### src/sv/snt_pkg.sv
// Shared types, constants and codes for the sorted name table.
`default_nettype none
package snt_pkg;

	// Table geometry.
	localparam int ENTRIES    = 128;
	localparam int KEY_CHARS  = 8;
	localparam int NAME_W     = 64;
	localparam int AVG_W      = 10;
	localparam int KIND_W     = 2;
	localparam int STATUS_W   = 2;
	localparam int CNT_W      = $clog2(ENTRIES + 1);
	localparam int GROUP_SIZE = 16;
	localparam int GROUPS     = (ENTRIES + GROUP_SIZE - 1) / GROUP_SIZE;

	localparam logic [NAME_W-1:0] KEY_MASK = {NAME_W{1'b1}} << (8 * (8 - KEY_CHARS));
	localparam logic [AVG_W-1:0]  AVG_MAX  = AVG_W'(1000);

	// Operation codes.
	localparam logic [KIND_W-1:0] KIND_CLEAR  = 2'd0;
	localparam logic [KIND_W-1:0] KIND_INSERT = 2'd1;
	localparam logic [KIND_W-1:0] KIND_LOOKUP = 2'd2;

	// Result codes.
	localparam logic [STATUS_W-1:0] STATUS_OK        = 2'd0;
	localparam logic [STATUS_W-1:0] STATUS_NOT_FOUND = 2'd1;
	localparam logic [STATUS_W-1:0] STATUS_FULL      = 2'd2;

	typedef struct packed {
		logic [KIND_W-1:0] kind;
		logic [NAME_W-1:0] family_name;
		logic [NAME_W-1:0] given_name;
		logic [AVG_W-1:0]  grade_average;
	} in_item_t;

	typedef struct packed {
		logic [STATUS_W-1:0] status;
		logic [AVG_W-1:0]    found_average;
	} out_item_t;

	// One stored record.
	typedef struct packed {
		logic [NAME_W-1:0] family;
		logic [NAME_W-1:0] given;
		logic [AVG_W-1:0]  avg;
	} entry_t;

	// Broadcast from the sequencer to every cell.
	typedef struct packed {
		logic   cmp_en;
		logic   insert;
		logic   update;
		entry_t key;
	} cell_ctrl_t;

	typedef enum logic [1:0] {
		ST_IDLE,
		ST_CMP,
		ST_SUM,
		ST_FIN
	} state_t;

endpackage
`default_nettype wire

### src/sv/snt_cell.sv
// One cell of the sorted record chain: storage, key compare and shift.
`default_nettype none
module snt_cell (
	input  wire                 clk,
	input  wire                 arst_n,
	input  snt_pkg::cell_ctrl_t ctrl,
	input  wire                 occupied,
	input  snt_pkg::entry_t     left_entry,
	input  wire                 left_after,
	output snt_pkg::entry_t     entry,
	output logic                after_s1,
	output logic                eq_s1
);
	import snt_pkg::*;

	entry_t                entry_q;
	logic [2*NAME_W-1:0]   own_key;
	logic [2*NAME_W-1:0]   new_key;
	logic                  greater;
	logic                  equal;

	assign own_key = {entry_q.family, entry_q.given};
	assign new_key = {ctrl.key.family, ctrl.key.given};
	assign greater = occupied && (own_key > new_key);
	assign equal   = occupied && (own_key == new_key);
	assign entry   = entry_q;

	// The key belongs at or before this cell when the cell is empty or larger.
	always_ff @(posedge clk or negedge arst_n) begin
		if (!arst_n) begin
			after_s1 <= 1'b0;
			eq_s1    <= 1'b0;
		end else if (ctrl.cmp_en) begin
			after_s1 <= greater || !occupied;
			eq_s1    <= equal;
		end
	end

	always_ff @(posedge clk) begin
		if (ctrl.insert) begin
			if (left_after) begin
				entry_q <= left_entry;
			end else if (after_s1) begin
				entry_q <= ctrl.key;
			end
		end else if (ctrl.update && eq_s1) begin
			entry_q.avg <= ctrl.key.avg;
		end
	end

endmodule
`default_nettype wire

### config.mk
export PLATFORM = sky130hd
export DESIGN_NAME = snt_cell
export DESIGN_NICKNAME = d
export VERILOG_FILES = /design/src/sv/snt_pkg.sv /design/src/sv/snt_cell.sv
export SDC_FILE = /design/constraint.sdc
export NUM_CORES = 1
export LEC_CHECK = 0
export ABC_CLOCK_PERIOD_IN_PS = 6900
export BUFFER_PORTS_ARGS = -buffer_cell sky130_fd_sc_hd__buf_2
export CAP_MARGIN = 10
export CORE_AREA = 2 2 163 165
export CTS_CLUSTER_SIZE = 10
export DETAILED_ROUTE_END_ITERATION = 8
export DIE_AREA = 0 0 165 167
export GPL_TIMING_DRIVEN = 0
export MAX_ROUTING_LAYER = met4
export SLEW_MARGIN = 20
export SYNTH_ARGS = -nofsm -noshare
export SYNTH_HDL_FRONTEND = slang
export SYNTH_SLANG_ARGS = --single-unit
### constraint.sdc
create_clock -name clk -period 6.9 [get_ports clk]
set_clock_uncertainty 0.15 [all_clocks]
set_input_delay 1.035 -clock clk [delete_from_list [all_inputs] [get_ports clk]]
set_output_delay 1.035 -clock clk [all_outputs]
set_load 0.03 [all_outputs]
Word-level counts from Yosys, hierarchy flattened
Cells that the tools add are included.
{"block": "totals", "ramBits": 0, "wordCells": 21, "in_bits": 283, "output_inout_bits": 140, "latch_bits": 0, "romBits": 0, "memories": 0, "regBits": 140}
{"block": "op_classes", "bitwise": 0, "add_sub_neg": 0, "n_div": 0, "n_eq_ne": 2, "mux": 4, "n_shift": 0, "n_mul": 0, "n_lt_le_gt_ge": 1, "reduce_logical": 9}
{"op": "138-bit two-way mux", "count": 2}
{"op": "128-bit == test", "count": 1}
{"op": "128-bit > comparator", "count": 1}
{"op": "10-bit two-way mux", "count": 2}
{"op": "2-bit AND reduction", "count": 2}
{"op": "2-bit nonzero test", "count": 2}
{"op": "1-bit logical AND", "count": 3}
{"op": "3-bit by 1-bit inequality test with 1-bit output, second input constant", "count": 1}
{"op": "1-bit zero test", "count": 1}
{"op": "1-bit logical OR", "count": 1}

Logic depth before layout (Yosys ltp)
Gate-level depths: netlist of run 1.
{"block": "logic_depth", "depth_word": 3, "ltp_mapped": 9, "ltp_nobuf": 9}

Worst setup path after synthesis of run 1
Ideal clock, no wire load.
{"block": "synth_path", "kind": "input to register", "from": "input left_after", "to": "register entry_q, in the netlist entry[0], enable pin", "cell_stages": 4, "arrival_time_ns": 5.102, "t_required_ns": 6.371, "setup_slack_ns": 1.269, "setup_ns": 0.379, "cell_sequence": "clkbuf_1 > clkbuf_1 > o21a_1 > o21bai_1"}
{"block": "synth_via", "elab_chain_cells": 2}
{"element": "from (decl)", "line": "snt_cell.sv:9", "text": "input wire left_after,"}
{"element": "3-bit by 1-bit inequality test with 1-bit output (no source line)"}
{"element": "2-bit AND reduction (no source line)"}
{"element": "to (signal assigned)", "line": "snt_cell.sv:42", "text": "entry_q <= left_entry;"}
{"element": "to (signal assigned)", "line": "snt_cell.sv:44", "text": "entry_q <= ctrl.key;"}
{"element": "to (decl)", "line": "snt_cell.sv:16", "text": "entry_t entry_q;"}
Every way passes these cells.
A chain may end at the register's enable or synchronous reset.

Worst setup path in the final report of run 1
{"block": "layout_path", "from": "input left_after", "to": "register entry_q, in the netlist entry[7], enable pin"}
The elaborated chain is that of the path after synthesis.

==> results of run 1 <==
-- layer usage --
layer | vias to the layer above | track usage (%) | part of all wire [%]
met4 | 0 | 7.07 | 1.9
met2 | 334 | 37.0 | 49
met5 | - | - | 0
li1 | 4131 | - | -
met3 | 35 | 4.18 | 6.8
met1 | 3856 | 26.6 | 42
-- sequential cells by signal, indices dropped and copies added, names as in the netlist --
register,cells
after_s1,1
eq_s1,1
entry,138
-- cell type report --
class	count	area share (%)
diodes	5	0.104
plain buffers	28	0.870
clock buffers	18	3.55
clock inverters	13	1.20
inverters	130	4.04
multi-input cells	616	34.0
flip-flops and latches	140	34.7
well taps	335	3.47
repair buffers	424	18.0
-- stage by stage --
step | instances | hold slack (ns)
6_report | 1709 | 0.233
5_1_grt | 1709 | 0.216
4_1_cts | 1704 | 0.211
3_5_place_dp | 1673 | 0.383
3_3_place_gp | 1670 | 0.378
2_1_floorplan | 914 | 0.553
-- cells by family (layout without fill, tap and decap cells) --
kind of cell               Yosys count  in the layout  synth area share, %
DFF                                140            140                 47.2
other                                0              5                    0
and+or+nand+nor                    248            248                 12.9
buffers and inverters              158            613                 6.67
adders and majority gates          128            128                 18.0
AOI/OAI and AO/OA                  229            229                 13.9
muxes                               11             11                 1.39
-- power breakdown --
group	switching [uW]	internal, uW	total (uW)
clock	402	533	936
combinational	392	221	613
sequential	37.1	1020	1060
-- synthesized netlist by cell type --
cell	number
sky130_fd_sc_hd__ha_1	128
sky130_fd_sc_hd__o21ai_0	147
sky130_fd_sc_hd__nor3_1	6
sky130_fd_sc_hd__nand4_2	3
sky130_fd_sc_hd__o21a_1	1
sky130_fd_sc_hd__nand2_1	166
sky130_fd_sc_hd__mux2_2	11
sky130_fd_sc_hd__clkbuf_1	28
sky130_fd_sc_hd__a221oi_1	3
sky130_fd_sc_hd__a22o_1	1
sky130_fd_sc_hd__nor2b_1	2
sky130_fd_sc_hd__dfrtp_1	2
sky130_fd_sc_hd__edfxtp_1	138
sky130_fd_sc_hd__a22oi_1	1
sky130_fd_sc_hd__and3_4	1
sky130_fd_sc_hd__nand2b_1	2
sky130_fd_sc_hd__nand3_1	11
sky130_fd_sc_hd__nor3_4	1
sky130_fd_sc_hd__a211oi_1	8
sky130_fd_sc_hd__nor4_2	5
sky130_fd_sc_hd__o211ai_1	7
sky130_fd_sc_hd__a21boi_0	2
sky130_fd_sc_hd__a21oi_1	54
sky130_fd_sc_hd__inv_1	130
sky130_fd_sc_hd__nand4_1	26
sky130_fd_sc_hd__and4_2	1
sky130_fd_sc_hd__a21o_1	1
sky130_fd_sc_hd__o21bai_1	1
sky130_fd_sc_hd__a221oi_2	1
sky130_fd_sc_hd__nor4_1	3
sky130_fd_sc_hd__nand3_4	1
sky130_fd_sc_hd__a21o_2	2
sky130_fd_sc_hd__nor2_1	20
-- worst paths after layout --
kind	depth (start not counted)	from	slack (ns)	end
hold / removal	1	arst_n	0.23	after_s1
setup / recovery	5	left_after	3.26	entry[7]
min in group clk	1	eq_s1	0.39	eq_s1
max in group asynchronous	1	arst_n	6.27	eq_s1
hold reg to reg	1	eq_s1	0.39	eq_s1
setup reg to reg	7	entry[88]	4.12	after_s1
-- worst max-delay path, stage by stage --
cell,delay [ns]
sky130_fd_sc_hd__clkbuf_1,0.62
sky130_fd_sc_hd__clkbuf_1,0.61
sky130_fd_sc_hd__o21a_4,0.51
sky130_fd_sc_hd__buf_12,0.26
sky130_fd_sc_hd__o21bai_1,0.47
==> reports/qor.yml, run 1 <==
cells_and_area:
  multiInputGateArea_sq_um: 4110
  most_used_cells_in_the_layout_excluding_fill_and_tap_cells: "421 x sky130_fd_sc_hd__buf_2, 166 x sky130_fd_sc_hd__nand2_1, 147 x sky130_fd_sc_hd__o21ai_0"
  final_cell_area_sq_um: 12100
  fillerInstances: 2536
  final_core_utilization_pct: 46.9
  layout.cells.most_common: "sky130_fd_sc_hd__buf_2"
  post_route_cells_drive_above_1_share_pct: 35.1
  final_net_count: 1768
  sequential_cell_area_sq_um: 4190
  area_delta_synth_final_pct: 35.9
timing:
  slew-limit-headroom_pct: 34.8
  timing_max_transition_violations_final: 0
  finalSetupTns_ns: 0
  timing.final.crit_period_ns: 3.64
  fmax_ghz: 0.275
  tightestPinTransition_ns: 0.976
  finalCritPeriodShare_pct: 52.7
  report.final.hold_viol_count: 0
  setup_repair_after_global_routing_missed_its_margin: "no"
  final.setup.worst_slack_ns: 3.26
  setup_viol_count_final: 0
floorplanning:
  chipHeight_um: 167
  floorplan.rows: 59
  num_io_pins: 423
  start_util_pct: 34.5
  core_area_sq_um: 25800
  die_w_um: 165
  die_area_sq_um: 27600
clocking:
  cts.path.max_buffers: 2
  root_buffer: "sky130_fd_sc_hd__clkbuf_16"
  cts_num_sinks: 140
  tritoncts: "yes"
  clock_latency_ns: 0.42
  postCtsResizedCells: 0
  ctsHtreeMaxLevel: 4
  cts_inserted_buffers: 17
  postCtsHoldBufs: 0
  cts_setup_buffers: 0
  register_clock_pin_slew_on_the_reported_worst_setup_and_hold_paths_ns: 0.07
worst_setup_path:
  critical_path_required_ns: 6.79
  crit_fanout: 29
  worstSetupEndpointType: "flop"
  cp-start-kind: "input port"
  arrival_ns: 3.52
  setup.worst_path.class: "in2reg"
grt:
  global_route.overflow_total: 0
  grt_max_degree: 43
  first_global_vias: 8367
  global_route.usage.total_pct: 22.1
  grt_first_pass_wirelength_um: 45200
  grt_antenna_before_repair: 5
logic_synthesis:
  mappedNetlistNets: 1325
  netlist_area_sq_um: 8890
  number_of_instances_in_the_synthesized_netlist: 914
  synth.top_cells.by_area: "sky130_fd_sc_hd__edfxtp_1 47%, sky130_fd_sc_hd__ha_1 18%, sky130_fd_sc_hd__o21ai_0 8.3%"
  synth_sequential_area_ratio_pct: 47.2
  synth_cell_type_count: 33
  ys.warnings.count: 0
  post_synthesis_mean_instance_area_sq_um: 9.72
  synthDominantAreaCellType: "sky130_fd_sc_hd__edfxtp_1"
  synth_top_area_share_pct: 46.6
  yosys_register_bits: 140
route:
  post_drt_wl_per_cell_um: 17.5
  first_pass_iters: 5
  postRouteAntennaNets: 0
  wirelength_um: 29900
  vias: 8356
  via_per_instance_ratio: 4.89
  drc: 0
  first_iter_violations: 441
place:
  gp_congestion: 0.878
  place.detailed.hpwl_um: 24500
  buffer_ports.inserted: 421
  place_worst_setup_slack_ns: 2.71
  post_dp_cell_area_sq_um: 11500
power_and_ir_drop:
  pwr_density_cell_nw_per_um2: 216
  irDropWorstVdd_uv: 164
  p_total_uw: 2610
  p_leak_uw: 0.00591
hold_path:
  holdCritPathClass: "in2async"
status:
  run_status: "complete, no violations"
run:
  cap_viol_max_count: 0
(Power assumes the default switching activity.)
==> run 2, diff against run 1 <==
Settings changed: ABC_CLOCK_PERIOD_IN_PS 6900 to 3320.
Clock period 6.9 ns to 3.32 ns, I/O delays scaled along.
==> run 2 against run 1 <==
Register-to-register slack got worse by 3.6 ns. Clock power rose by 120%. Sequential power rose by 110%. Final cell count barely moved. Via count fell by 0.71%. Worst setup slack got worse by 2.9 ns. Highest routed layer unchanged. Routed wire length fell by 0.49%. Cell area rose by 0.41%. Critical endpoint unchanged. First-iteration DRC count fell by 8.6%. Sequential cell count did not move. Global-route usage fell by 0.66 points. Count of clock-buffer cells in the layout rose by 2.
==> reports/qor.yml, run 2 (synthesis results as in run 1) <==
grt:
  grt_max_degree: 42
  grt_antenna_before_repair: 4
  global_route.usage.total_pct: 21.4
  global_route.overflow_total: 0
  grt_first_pass_wirelength_um: 43600
  first_global_vias: 8177
floorplanning:
  die_area_sq_um: 27600
  num_io_pins: 423
  core_area_sq_um: 25800
  chipHeight_um: 167
  die_w_um: 165
  start_util_pct: 34.5
  floorplan.rows: 59
worst_setup_path:
  cp_slowest_stage_delay_ns: 0.62
  setup.worst_path.class: "in2reg"
  worst-r2r-cell-count: 7
  crit_fanout: 35
  arrival_ns: 2.90
  path_cells: "clkbuf_1 > clkbuf_2 > o21a_4 > buf_12 > o21bai_1"
  critical_path_required_ns: 3.21
  r2r_setup_slack_ns: 0.52
  regToRegEndpoint: "after_s1"
  crit_cells: 5
  setup.worst_path.end: "entry[7]"
  cp_slowest_cell: "sky130_fd_sc_hd__clkbuf_1"
  worstSetupEndpointType: "flop"
  cp-start-kind: "input port"
  cp-startpoint: "left_after"
  timing.critical_path.max_delay_family: "buffers and inverters"
  reg2reg_from: "entry[88]"
  path_buf_inv: 3
route:
  via_per_instance_ratio: 4.85
  wirelength_um: 29700
  drc: 0
  postRouteAntennaNets: 0
  first_iter_violations: 403
  post_drt_wl_per_cell_um: 17.4
  first_pass_iters: 5
  vias: 8297
timing:
  setup_viol_count_final: 0
  report.final.hold_viol_count: 0
  timing.final.crit_period_ns: 3.00
  timing_max_transition_violations_final: 0
  slew-limit-headroom_pct: 37.3
  timing.hold.ws_ns: 0.194
  setup_repair_after_global_routing_missed_its_margin: "no"
  fmax_ghz: 0.333
  finalCritPeriodShare_pct: 90.5
  tightestPinTransition_ns: 0.939
place:
  post_dp_cell_area_sq_um: 11500
  gp_congestion: 0.863
  place.detailed.hpwl_um: 24300
  buffer_ports.inserted: 421
  cell_total_after_placement: 1673
power_and_ir_drop:
  irDropWorstVdd_uv: 254
  pwr_density_cell_nw_per_um2: 460
  p_total_uw: 5580
  p_leak_uw: 0.00595
clocking:
  cts_num_sinks: 140
  tritoncts: "yes"
  cts.path.max_buffers: 2
  ctsHtreeMaxLevel: 4
  cts_setup_buffers: 0
  cts_inserted_buffers: 17
  register_clock_pin_slew_on_the_reported_worst_setup_and_hold_paths_ns: 0.07
  root_buffer: "sky130_fd_sc_hd__clkbuf_16"
  clock_latency_ns: 0.42
cells_and_area:
  post_route_cells_drive_above_1_share_pct: 35.1
  fillerInstances: 2547
  final_net_count: 1769
  final-instance-count-excl-fill: 1710
  final_core_utilization_pct: 47.1
  sequential_cell_area_sq_um: 4190
  area_delta_synth_final_pct: 36.4
  final_cell_area_sq_um: 12100
  number_of_flip_flops_under_the_largest_register_name: 138
  most_used_cells_in_the_layout_excluding_fill_and_tap_cells: "421 x sky130_fd_sc_hd__buf_2, 166 x sky130_fd_sc_hd__nand2_1, 147 x sky130_fd_sc_hd__o21ai_0"
  multiInputGateArea_sq_um: 4110
  layout.cells.most_common: "sky130_fd_sc_hd__buf_2"
status:
  run_status: "complete, no violations"
hold_path:
  holdCritPathClass: "in2reg"
run:
  cap_viol_max_count: 0
## run 2: layout make-up
type	count	share of cell area (%)
repair buffers	425	18.0
multi-input cells	616	33.9
diodes	4	0.0825
plain buffers	28	0.877
flip-flops and latches	140	34.6
clock buffers	20	3.60
inverters	130	4.02
well taps	335	3.46
clock inverters	12	1.54
## run 2: what timing repair did
| item | CTS | global route |
|---|---|---|
| setup endpoints to repair | 10 | 0 |
| hold endpoints to repair | 2 | 0 |
| hold buffers | 1 | 0 |
| resized for setup | 1 | 0 |
## run 2: power by group
group / switching, uW / total (uW) / leakage [uW] / internal, uW
Clock: 831 / 2100 / 0.000292 / 1270
Combinational: 816 / 1270 / 0.00428 / 457
Sequential: 75.0 / 2200 / 0.00137 / 2130
## run 2: worst min-delay path, delay by kind of cell
kind / cells / cell delay, ns
AOI/OAI and AO/OA: 1 / 0.05
buffers and inverters: 1 / 0.07
and+or+nand+nor: 1 / 0.04
## run 2: through the flow
step	setup TNS (ns)	setup slack, ns
after global placement	-126.44	-1.43
after floorplan	0	0.261
final	0	0.316
after detailed placement	-10.68	-0.508
after global routing	0	0.155
after CTS	0	0.195
## run 2: worst min path at each step
stage	start	endpoint	slack, ns	cells after the start
finish	left_entry[67]	entry[67]	0.19	3
global route	left_entry[67]	entry[67]	0.19	3
CTS	left_entry[67]	entry[67]	0.18	3
detailed placement	arst_n	eq_s1	0.14	1
global placement	arst_n	eq_s1	0.14	1
floorplan	arst_n	after_s1	0.05	0
## run 2: per-layer routing
metal | wire, um | global-route usage [%] | vias up
li1 | - | - | 4135
met1 | 12300 | 25.7 | 3815
met2 | 14800 | 36.0 | 302
met3 | 1900 | 3.36 | 45
met4 | 735 | 7.98 | 0
met5 | 0 | - | -
